## src/design/prq_pkg.sv

```systemverilog
package prq_pkg;

    // Default sizes, handed to the top level parameters
    localparam int QUEUE_DEPTH_DEF  = 64;
    localparam int PRIORITY_MAX_DEF = 63;
    localparam int ID_COUNT_DEF     = 256;

    localparam int CMD_W    = 2;
    localparam int STATUS_W = 3;

    // Request commands
    typedef enum logic [CMD_W-1:0] {
        CMD_INSERT = 2'd0,
        CMD_POP    = 2'd1,
        CMD_UPDATE = 2'd2,
        CMD_NONE   = 2'd3
    } t_cmd;

    // Result status codes
    typedef enum logic [STATUS_W-1:0] {
        ST_OK        = 3'd0,
        ST_EMPTY     = 3'd1,
        ST_FULL      = 3'd2,
        ST_NOT_FOUND = 3'd3,
        ST_DUPLICATE = 3'd4
    } t_status;

    // What a cell does at the next edge
    typedef enum logic [1:0] {
        OP_HOLD   = 2'd0,
        OP_INSERT = 2'd1,
        OP_SHIFT  = 2'd2
    } t_cell_op;

    typedef struct packed {
        t_cell_op op;
        logic     occupied;  // slot index is below the entry count
        logic     left_ge;   // left neighbor holds priority >= key
        logic     shift;     // take the right neighbor on OP_SHIFT
    } t_cell_ctrl;

endpackage

```

## src/design/prq_if.sv

```systemverilog
interface prq_req_if #(
    parameter int ID_W   = 8,
    parameter int PRIO_W = 6
);
    logic              valid;
    logic              ready;
    logic [1:0]        command;
    logic [ID_W-1:0]   thread_id;
    logic [PRIO_W-1:0] priority_req;

    modport source (output valid, command, thread_id, priority_req, input ready);
    modport sink   (input valid, command, thread_id, priority_req, output ready);
endinterface

interface prq_res_if #(
    parameter int ID_W   = 8,
    parameter int PRIO_W = 6,
    parameter int CNT_W  = 7
);
    logic              valid;
    logic              ready;
    logic [2:0]        status;
    logic [ID_W-1:0]   popped_id;
    logic [PRIO_W-1:0] popped_priority;
    logic [CNT_W-1:0]  occupancy;

    modport source (output valid, status, popped_id, popped_priority, occupancy,
                    input ready);
    modport sink   (input valid, status, popped_id, popped_priority, occupancy,
                    output ready);
endinterface

```

## src/design/prq_cell.sv

```systemverilog
module prq_cell
    import prq_pkg::*;
#(
    parameter int ID_W   = 8,
    parameter int PRIO_W = 6
) (
    input  logic              i_clk,
    input  t_cell_ctrl        i_ctrl,
    input  logic [ID_W-1:0]   i_key_id,
    input  logic [PRIO_W-1:0] i_key_prio,
    input  logic [ID_W-1:0]   i_left_id,
    input  logic [PRIO_W-1:0] i_left_prio,
    input  logic [ID_W-1:0]   i_right_id,
    input  logic [PRIO_W-1:0] i_right_prio,
    output logic [ID_W-1:0]   o_id,
    output logic [PRIO_W-1:0] o_prio,
    output logic              o_ge,
    output logic              o_match
);

    logic [ID_W-1:0]   r_id;
    logic [PRIO_W-1:0] r_prio;
    logic [ID_W-1:0]   n_id;
    logic [PRIO_W-1:0] n_prio;

    // Local compares against the request key
    assign o_ge    = i_ctrl.occupied && (r_prio >= i_key_prio);
    assign o_match = i_ctrl.occupied && (r_id == i_key_id);
    assign o_id    = r_id;
    assign o_prio  = r_prio;

    // Insert: first cell below the key takes it, cells after it take the left one
    always_comb begin
        n_id   = r_id;
        n_prio = r_prio;
        case (i_ctrl.op)
            OP_INSERT: begin
                if (!i_ctrl.left_ge) begin
                    n_id   = i_left_id;
                    n_prio = i_left_prio;
                end else if (!o_ge) begin
                    n_id   = i_key_id;
                    n_prio = i_key_prio;
                end
            end
            OP_SHIFT: begin
                if (i_ctrl.shift) begin
                    n_id   = i_right_id;
                    n_prio = i_right_prio;
                end
            end
            default: begin
                n_id   = r_id;
                n_prio = r_prio;
            end
        endcase
    end

    always_ff @(posedge i_clk) begin
        r_id   <= n_id;
        r_prio <= n_prio;
    end

endmodule

```

## src/design/prq_prefix.sv

```systemverilog
module prq_prefix #(
    parameter int N = 64
) (
    input  logic [N-1:0] i_bits,
    output logic [N-1:0] o_prefix
);

    localparam int LV = (N > 1) ? $clog2(N) : 1;

    logic [N-1:0] stage [LV+1];

    assign stage[0] = i_bits;

    // Log-depth prefix OR: bit i is set when any bit at or below i is set
    for (genvar l = 0; l < LV; l++) begin : g_lvl
        for (genvar i = 0; i < N; i++) begin : g_bit
            if (i >= (1 << l)) begin : g_or
                assign stage[l+1][i] = stage[l][i] | stage[l][i-(1<<l)];
            end else begin : g_pass
                assign stage[l+1][i] = stage[l][i];
            end
        end
    end

    assign o_prefix = stage[LV];

endmodule

```

## src/design/priority_ready_queue_unit.sv

```systemverilog
// Channel  Dir  Payload                                             Handshake
// i_req    in   command, thread_id, priority_req                    valid/ready
// o_res    out  status, popped_id, popped_priority, occupancy       valid/ready
//
// Insert, pop, a failed request and an unused command pass the request register and
// the execute state, which commits the result register; update adds a reinsert state
// (remove pass, then insert). No new request is taken until the result commits.
// The queue is a row of cells, each comparing its entry to the key and shifting
// to a neighbor in a single pass after the request register.
// Reset clears the entry count and control; cell contents need no reset.
// i_req.ready is high while idle; a held result stalls only the final commit.
module priority_ready_queue_unit
    import prq_pkg::*;
#(
    parameter int QUEUE_DEPTH  = QUEUE_DEPTH_DEF,
    parameter int PRIORITY_MAX = PRIORITY_MAX_DEF,
    parameter int ID_COUNT     = ID_COUNT_DEF
) (
    input  logic       i_clk,
    input  logic       i_rst_n,
    prq_req_if.sink    i_req,
    prq_res_if.source  o_res
);

    localparam int ID_W   = $clog2(ID_COUNT);
    localparam int PRIO_W = $clog2(PRIORITY_MAX + 1);
    localparam int CNT_W  = $clog2(QUEUE_DEPTH + 1);

    typedef enum logic [2:0] {
        S_IDLE  = 3'b001,
        S_EXEC  = 3'b010,
        S_REINS = 3'b100
    } t_state;

    t_state            r_state, n_state;
    t_cmd              r_cmd;
    logic [ID_W-1:0]   r_id;
    logic [PRIO_W-1:0] r_prio;
    logic [CNT_W-1:0]  r_count, n_count;

    logic              r_out_valid;
    t_status           r_status;
    logic [ID_W-1:0]   r_pop_id;
    logic [PRIO_W-1:0] r_pop_prio;
    logic [CNT_W-1:0]  r_occ;

    t_status           c_status;
    logic              c_finish;
    logic              c_commit;
    logic              c_accept;
    logic              c_can_out;
    t_cell_op          c_op;
    logic              c_shift_all;
    logic              c_found;
    logic              c_id_ok;

    logic [ID_W-1:0]   cell_id   [QUEUE_DEPTH];
    logic [PRIO_W-1:0] cell_prio [QUEUE_DEPTH];
    logic [QUEUE_DEPTH-1:0] cell_ge;
    logic [QUEUE_DEPTH-1:0] cell_left_ge;
    logic [QUEUE_DEPTH-1:0] cell_match;
    logic [QUEUE_DEPTH-1:0] match_pre;
    t_cell_ctrl        cell_ctrl [QUEUE_DEPTH];

    // Request side
    assign i_req.ready = (r_state == S_IDLE);
    assign c_accept    = i_req.valid && i_req.ready;
    assign c_can_out   = !r_out_valid || o_res.ready;

    always_ff @(posedge i_clk) begin
        if (c_accept) begin
            r_cmd <= t_cmd'(i_req.command);
            r_id  <= i_req.thread_id;
            r_prio <= (32'(i_req.priority_req) > PRIORITY_MAX) ?
                      PRIO_W'(PRIORITY_MAX) : i_req.priority_req;
        end
    end

    // Left neighbor compare, the first cell always sees a neighbor at or above the key
    assign cell_left_ge = {cell_ge[QUEUE_DEPTH-2:0], 1'b1};

    // Cell row
    for (genvar i = 0; i < QUEUE_DEPTH; i++) begin : g_cell
        always_comb begin
            cell_ctrl[i].op       = c_op;
            cell_ctrl[i].occupied = (CNT_W'(i) < r_count);
            cell_ctrl[i].left_ge  = cell_left_ge[i];
            cell_ctrl[i].shift    = c_shift_all || match_pre[i];
        end

        prq_cell #(
            .ID_W   (ID_W),
            .PRIO_W (PRIO_W)
        ) u_cell (
            .i_clk        (i_clk),
            .i_ctrl       (cell_ctrl[i]),
            .i_key_id     (r_id),
            .i_key_prio   (r_prio),
            .i_left_id    ((i == 0) ? r_id   : cell_id[(i == 0) ? 0 : i-1]),
            .i_left_prio  ((i == 0) ? r_prio : cell_prio[(i == 0) ? 0 : i-1]),
            .i_right_id   ((i == QUEUE_DEPTH-1) ? r_id :
                           cell_id[(i == QUEUE_DEPTH-1) ? i : i+1]),
            .i_right_prio ((i == QUEUE_DEPTH-1) ? r_prio :
                           cell_prio[(i == QUEUE_DEPTH-1) ? i : i+1]),
            .o_id         (cell_id[i]),
            .o_prio       (cell_prio[i]),
            .o_ge         (cell_ge[i]),
            .o_match      (cell_match[i])
        );
    end

    // Cells at or after the matching id close the gap on removal
    prq_prefix #(
        .N (QUEUE_DEPTH)
    ) u_prefix (
        .i_bits   (cell_match),
        .o_prefix (match_pre)
    );

    assign c_found = match_pre[QUEUE_DEPTH-1];
    assign c_id_ok = (32'(r_id) < ID_COUNT);

    // Control: decide the operation and the status
    always_comb begin
        n_state     = r_state;
        n_count     = r_count;
        c_status    = ST_OK;
        c_finish    = 1'b0;
        c_op        = OP_HOLD;
        c_shift_all = 1'b0;
        case (r_state)
            S_IDLE: begin
                if (c_accept) begin
                    n_state = S_EXEC;
                end
            end
            S_EXEC: begin
                c_finish = 1'b1;
                case (r_cmd)
                    CMD_INSERT: begin
                        if (!c_id_ok) begin
                            c_status = ST_NOT_FOUND;
                        end else if (c_found) begin
                            c_status = ST_DUPLICATE;
                        end else if (32'(r_count) >= QUEUE_DEPTH) begin
                            c_status = ST_FULL;
                        end else begin
                            c_op    = OP_INSERT;
                            n_count = r_count + 1'b1;
                        end
                    end
                    CMD_POP: begin
                        if (r_count == '0) begin
                            c_status = ST_EMPTY;
                        end else begin
                            c_op        = OP_SHIFT;
                            c_shift_all = 1'b1;
                            n_count     = r_count - 1'b1;
                        end
                    end
                    CMD_UPDATE: begin
                        if (!c_id_ok || !c_found) begin
                            c_status = ST_NOT_FOUND;
                        end else begin
                            c_finish = 1'b0;
                            c_op     = OP_SHIFT;
                            n_count  = r_count - 1'b1;
                            n_state  = S_REINS;
                        end
                    end
                    default: begin
                        c_status = ST_OK;
                    end
                endcase
                // Hold the whole step while the result register is occupied
                if (c_finish) begin
                    if (c_can_out) begin
                        n_state = S_IDLE;
                    end else begin
                        c_op    = OP_HOLD;
                        n_count = r_count;
                    end
                end
            end
            S_REINS: begin
                c_finish = 1'b1;
                if (c_can_out) begin
                    c_op    = OP_INSERT;
                    n_count = r_count + 1'b1;
                    n_state = S_IDLE;
                end
            end
            default: begin
                n_state = S_IDLE;
            end
        endcase
    end

    assign c_commit = c_finish && c_can_out;

    always_ff @(posedge i_clk) begin
        if (!i_rst_n) begin
            r_state     <= S_IDLE;
            r_count     <= '0;
            r_out_valid <= 1'b0;
        end else begin
            r_state <= n_state;
            r_count <= n_count;
            if (c_commit) begin
                r_out_valid <= 1'b1;
            end else if (o_res.ready) begin
                r_out_valid <= 1'b0;
            end
        end
    end

    // Result register
    always_ff @(posedge i_clk) begin
        if (c_commit) begin
            r_status <= c_status;
            r_occ    <= n_count;
            if (r_state == S_EXEC && r_cmd == CMD_POP && c_status == ST_OK) begin
                r_pop_id   <= cell_id[0];
                r_pop_prio <= cell_prio[0];
            end else begin
                r_pop_id   <= '0;
                r_pop_prio <= '0;
            end
        end
    end

    assign o_res.valid           = r_out_valid;
    assign o_res.status          = r_status;
    assign o_res.popped_id       = r_pop_id;
    assign o_res.popped_priority = r_pop_prio;
    assign o_res.occupancy       = r_occ;

    // Checks
    a_count_range: assert property (@(posedge i_clk) disable iff (!i_rst_n)
        32'(r_count) <= QUEUE_DEPTH)
        else $error("entry count above queue depth");

    // The reinsert pass follows a removal pass and may wait on a held result
    a_reins_after_exec: assert property (@(posedge i_clk) disable iff (!i_rst_n)
        (r_state == S_REINS) |->
        ($past(r_state) == S_EXEC || $past(r_state) == S_REINS))
        else $error("reinsert pass without a removal pass");

    a_drop_keeps_count: assert property (@(posedge i_clk) disable iff (!i_rst_n)
        (c_commit && c_status != ST_OK) |=> (r_count == $past(r_count)))
        else $error("failed request changed the entry count");

    a_pop_decrements: assert property (@(posedge i_clk) disable iff (!i_rst_n)
        (c_commit && r_state == S_EXEC && r_cmd == CMD_POP && c_status == ST_OK)
        |=> (r_count == $past(r_count) - 1'b1))
        else $error("pop did not remove one entry");

endmodule
```

## src/flat_wrapper.sv

```systemverilog
// flat-port wrapper written by rule: the top's interface ports become plain ports
module priority_ready_queue_unit_flat import prq_pkg::*;
#(
    parameter int QUEUE_DEPTH  = QUEUE_DEPTH_DEF,
    parameter int PRIORITY_MAX = PRIORITY_MAX_DEF,
    parameter int ID_COUNT     = ID_COUNT_DEF
)
  (i_clk, i_rst_n, i_req_valid, i_req_command, i_req_thread_id, i_req_priority_req, i_req_ready, o_res_valid, o_res_status, o_res_popped_id, o_res_popped_priority, o_res_occupancy, o_res_ready);
  prq_req_if i_req_i ();
  prq_res_if o_res_i ();
  input  logic i_clk;
  input  logic i_rst_n;
  input wire logic [$bits(i_req_i.valid)-1:0] i_req_valid;
  input wire logic [$bits(i_req_i.command)-1:0] i_req_command;
  input wire logic [$bits(i_req_i.thread_id)-1:0] i_req_thread_id;
  input wire logic [$bits(i_req_i.priority_req)-1:0] i_req_priority_req;
  output wire logic [$bits(i_req_i.ready)-1:0] i_req_ready;
  output wire logic [$bits(o_res_i.valid)-1:0] o_res_valid;
  output wire logic [$bits(o_res_i.status)-1:0] o_res_status;
  output wire logic [$bits(o_res_i.popped_id)-1:0] o_res_popped_id;
  output wire logic [$bits(o_res_i.popped_priority)-1:0] o_res_popped_priority;
  output wire logic [$bits(o_res_i.occupancy)-1:0] o_res_occupancy;
  input wire logic [$bits(o_res_i.ready)-1:0] o_res_ready;
  assign i_req_i.valid = i_req_valid;
  assign i_req_i.command = i_req_command;
  assign i_req_i.thread_id = i_req_thread_id;
  assign i_req_i.priority_req = i_req_priority_req;
  assign i_req_ready = i_req_i.ready;
  assign o_res_valid = o_res_i.valid;
  assign o_res_status = o_res_i.status;
  assign o_res_popped_id = o_res_i.popped_id;
  assign o_res_popped_priority = o_res_i.popped_priority;
  assign o_res_occupancy = o_res_i.occupancy;
  assign o_res_i.ready = o_res_ready;
  priority_ready_queue_unit #(.QUEUE_DEPTH(QUEUE_DEPTH), .PRIORITY_MAX(PRIORITY_MAX), .ID_COUNT(ID_COUNT)) u_core (.i_clk(i_clk), .i_rst_n(i_rst_n), .i_req(i_req_i), .o_res(o_res_i));
endmodule
```

## config.mk

```make
export PLATFORM = sky130hd
export DESIGN_NAME = priority_ready_queue_unit_flat
export DESIGN_NICKNAME = d
export VERILOG_FILES = /design/src/design/prq_pkg.sv /design/src/design/prq_if.sv /design/src/design/prq_cell.sv /design/src/design/prq_prefix.sv /design/src/design/priority_ready_queue_unit.sv /design/src/flat_wrapper.sv
export SDC_FILE = /design/constraint.sdc
export NUM_CORES = 2
export LEC_CHECK = 0
export ABC_AREA = 1
export BUFFER_PORTS_ARGS = -buffer_cell sky130_fd_sc_hd__buf_2
export CAP_MARGIN = 0
export CELL_PAD_IN_SITES_DETAIL_PLACEMENT = 0
export CELL_PAD_IN_SITES_GLOBAL_PLACEMENT = 2
export CORE_ASPECT_RATIO = 0.7
export CORE_UTILIZATION = 43
export DETAILED_ROUTE_END_ITERATION = 10
export MAX_ROUTING_LAYER = met4
export PLACE_DENSITY = 0.95
export SLEW_MARGIN = 20
export SYNTH_ARGS = -nofsm -noshare
export SYNTH_HDL_FRONTEND = slang
export SYNTH_SLANG_ARGS = --single-unit
```

## constraint.sdc

```tcl
create_clock -name i_clk -period 8.3 [get_ports i_clk]
set_clock_uncertainty 0.2 [all_clocks]
set_input_delay 0.83 -clock i_clk [delete_from_list [all_inputs] [get_ports i_clk]]
set_output_delay 0.83 -clock i_clk [all_outputs]
set_load 0.02 [all_outputs]
```

==> flow_metrics.py <==
metrics = {
    "synth": {
        "syn_area_um2": 66000,
        "synth_cell_type_count": 50,
        "avgSynthCellArea_um2": 7.90,
        "ys_seq_elements": 947,
        "synth_fa_ha_area_share_pct": 7.39,
        "synthesis.nets": 8768,
        "syn_inst": 8358,
        "muxShareOfSynthArea_pct": 0,
        "synthSimpleGateAreaFrac_pct": 12.1,
        "synth_xor_area_share_pct": 2.92,
        "synth-seq-area-share_pct": 42.9,
        "async_flop_share_pct": 0,
        "synth_top_family_by_area": "compound AO/OA/AOI/OAI gates",
        "synth-edff-count": 936,
        "yosys_warnings": 0,
        "synth_flop_cell": "edfxtp_1",
        "synth_compound_area_share_pct": 24.3,
    },
    "critical_path": {
        "path_buf_inv": 5,
        "crit_family": "simple AND/OR/NAND/NOR gates",
        "slowest_stage": "dfxtp_1",
        "critPathMostFrequentCell": "nand2_1",
        "crit_fanout": 95,
        "path_class": "register to register",
        "critPathMaxStageDelay_ns": 0.68,
        "arrival_ns": 7.99,
        "crit_path_start_kind": "register",
        "cp-end-kind": "register",
        "worstPathRequired_ns": 8.47,
    },
    "detailed_routing": {
        "viasPerCell": 5.78,
        "first_pass_iters": 6,
        "drc": 0,
        "drt_iter0_drc": 6885,
        "ant_nets": 0,
        "wl_um": 216000,
        "avgRoutedWirePerCell_um": 21.3,
        "num_vias": 58800,
    },
    "finish": {
        "final_nets": 8493,
        "final_cell_mix": "1836 x o21ai_0, 1288 x nand2_1, 1169 x inv_1",
        "fill_cells": 14900,
        "design_area_um2": 71400,
        "area_growth_pct": 8.13,
        "drive_gt1_share_pct": 5.43,
        "regArea_um2": 28300,
        "fin_util_pct": 47.1,
        "insertedDiodeCount": 0,
        "multi_input_area_um2": 31100,
        "mostFrequentLayoutCell": "o21ai_0",
    },
    "die": {
        "core_area_um2": 151000,
        "die_area_um2": 155000,
        "die_w_um": 470,
        "start_util_pct": 43.6,
        "io_pins": 46,
        "die_h_um": 330,
        "row_count": 119,
    },
    "timing": {
        "worst_pin_slew_ns": 1.33,
        "min_period_ns": 7.82,
        "maxSlewHeadroom_pct": 11.3,
        "slew_viol_final": 0,
        "setup_viol": 0,
        "final.setup.tns_ns": 0,
        "worst_slack_ns": 0.480,
        "hold_viol": 0,
        "fin_crit_sh_pct": 94.2,
        "timing.fmax_mhz": 128,
        "rsz0062_at_grt": "no",
    },
    "pwr": {
        "leakagePower_nw": 30.2,
        "power_density_nw_per_um2": 157,
        "finalPower_mw": 11.2,
        "ir_drop_uv": 162,
    },
    "hold_path": {
        "hp-class": "input pin to register",
    },
    "status": {
        "status": "finished clean",
    },
    "run": {
        "drv_cap": 0,
    },
    "clock_network": {
        "clock_sink_count": 947,
        "cts_made_buffers": 105,
        "cts_tree": "built",
        "clk_latency_ns": 0.78,
        "cts_root_buf": "clkbuf_16",
        "clk_pin_slew_worst_paths_ns": 0.07,
        "post_cts_resized": 0,
        "htreeDepth": 3,
        "clockBufferDepth": 3,
    },
    "place": {
        "pre_cts_ws_ns": 0.827,
        "postPlaceCellArea_um2": 68000,
        "dp_hpwl_um": 150000,
        "place_congestion": 0.965,
        "port_buffers": 45,
    },
    "global_route": {
        "grt_overflow": 0,
        "grt_start_max_net_pins": 249,
        "antenna_found_initial": 0,
        "first_global_vias": 54900,
        "grt_pass1_wl_um": 331000,
        "grt_util_all_layers_pct": 27.9,
    },
}
## what timing repair did
action | in CTS | in global routing
hold endpoints to repair | 1 | 0
setup buffers | 0 | 0
hold buffers | 1 | 0
## area by class of cell
class	instances	share of cell area [%]
clock buffers	118	3.75
inverters	1193	6.29
clock inverters	77	0.974
repair buffers	207	2.29
multi-input cells	5629	43.5
flip-flops and latches	947	39.7
well taps	1996	3.50
## metal layers
layer / wire length (um) / up-vias / part of all wire, % / global-route usage [%]
met2: 87500 / 2479 / 40 / 38.4
met4: 4020 / 0 / 1.9 / 5.67
met5: 0 / - / 0 / -
li1: - / 27800 / - / -
met1: 105000 / 28300 / 49 / 42.7
met3: 19300 / 224 / 8.9 / 4.32
## worst paths after layout
path	start	end	slack (ns)	cells after the start
worst min-delay path	i_req_priority_req[1]	u_core.r_prio[1]	0.04	1
worst max-delay path	u_core.r_count[2]	u_core.g_cell[57].u_cell.o_prio[3]	0.48	26
worst min register to register	u_core.g_cell[63].u_cell.o_prio[3]	u_core.g_cell[62].u_cell.o_prio[3]	0.39	2
worst max register to register	u_core.r_count[2]	u_core.g_cell[57].u_cell.o_prio[3]	0.48	26
## flip-flops by register name (all words and copies together) (netlist names), 6 cells and up
name / flops
u_core.r_id: 8
u_core.g_cell.u_cell.o_prio: 384
u_core.o_res.popped_id: 8
u_core.o_res.occupancy: 7
u_core.r_prio: 6
u_core.g_cell.u_cell.o_id: 512
u_core.o_res.popped_priority: 6
u_core.r_count: 7
## stage by stage
step	std cells	hold WS, ns
floorplan	8358	0.320
global placement	9971	0.355
detailed placement	9971	0.375
CTS	10200	0.00105
global route	10200	0.0121
finish	10200	0.0404
## synth_stat cells (4+ instances only)
| cell type | number | area share, % |
|---|---|---|
| o21ai_0 | 1836 | 14 |
| nand2_1 | 1289 | 7.3 |
| inv_1 | 1180 | 6.7 |
| edfxtp_1 | 936 | 43 |
| a21oi_1 | 889 | 6.7 |
| clkbuf_1 | 489 | 2.8 |
| ha_1 | 390 | 7.4 |
| nor2_1 | 388 | 2.2 |
| o21a_1 | 194 | 2.2 |
| xnor2_1 | 150 | 2.0 |
| nand3_1 | 102 | 0.77 |
| nand4_1 | 73 | 0.69 |
| xor2_1 | 70 | 0.93 |
| nor3_1 | 65 | 0.49 |
| a21boi_0 | 64 | 0.73 |
| buf_2 | 48 | 0.36 |
| buf_4 | 27 | 0.31 |
| buf_1 | 24 | 0.14 |
| o21ai_1 | 13 | 0.099 |
| o22ai_1 | 12 | 0.11 |
| dfxtp_1 | 11 | 0.33 |
| o311ai_0 | 11 | 0.15 |
| a211oi_1 | 10 | 0.11 |
| nor2_2 | 10 | 0.095 |
| inv_2 | 9 | 0.051 |
| nand2_2 | 8 | 0.076 |
| nor4_1 | 7 | 0.066 |
| o31ai_1 | 7 | 0.080 |
| and2_1 | 6 | 0.057 |
| a311oi_1 | 5 | 0.066 |
| clkinv_1 | 4 | 0.023 |
| nor2_4 | 4 | 0.068 |
## report_power, final
part	switching, mW	internal (mW)	total (mW)
sequential	0.0291	5.26	5.29
combinational	0.785	0.341	1.13
clock	2.15	2.68	4.83
total	2.96	8.28	11.2
## worst register-to-register path: cells and delay by family (launching register included)
kind,cells,cell delay (ns)
buf+inv,5,1.02
flops,1,0.68
fa+ha+maj,1,0.48
simple gates,18,4.12
compound gates,2,0.91
## cells by family (layout without fill, tap and decap cells)
kind of cell               Yosys count  in the layout
buffers and inverters             1782           1595
AOI/OAI and AO/OA                 3051           3051
xor gates and xnor gates           220            220
and+or+nand+nor                   1968           1968
DFF                                947            947
adders and majority gates          390            390
(Power assumes the default switching activity.)
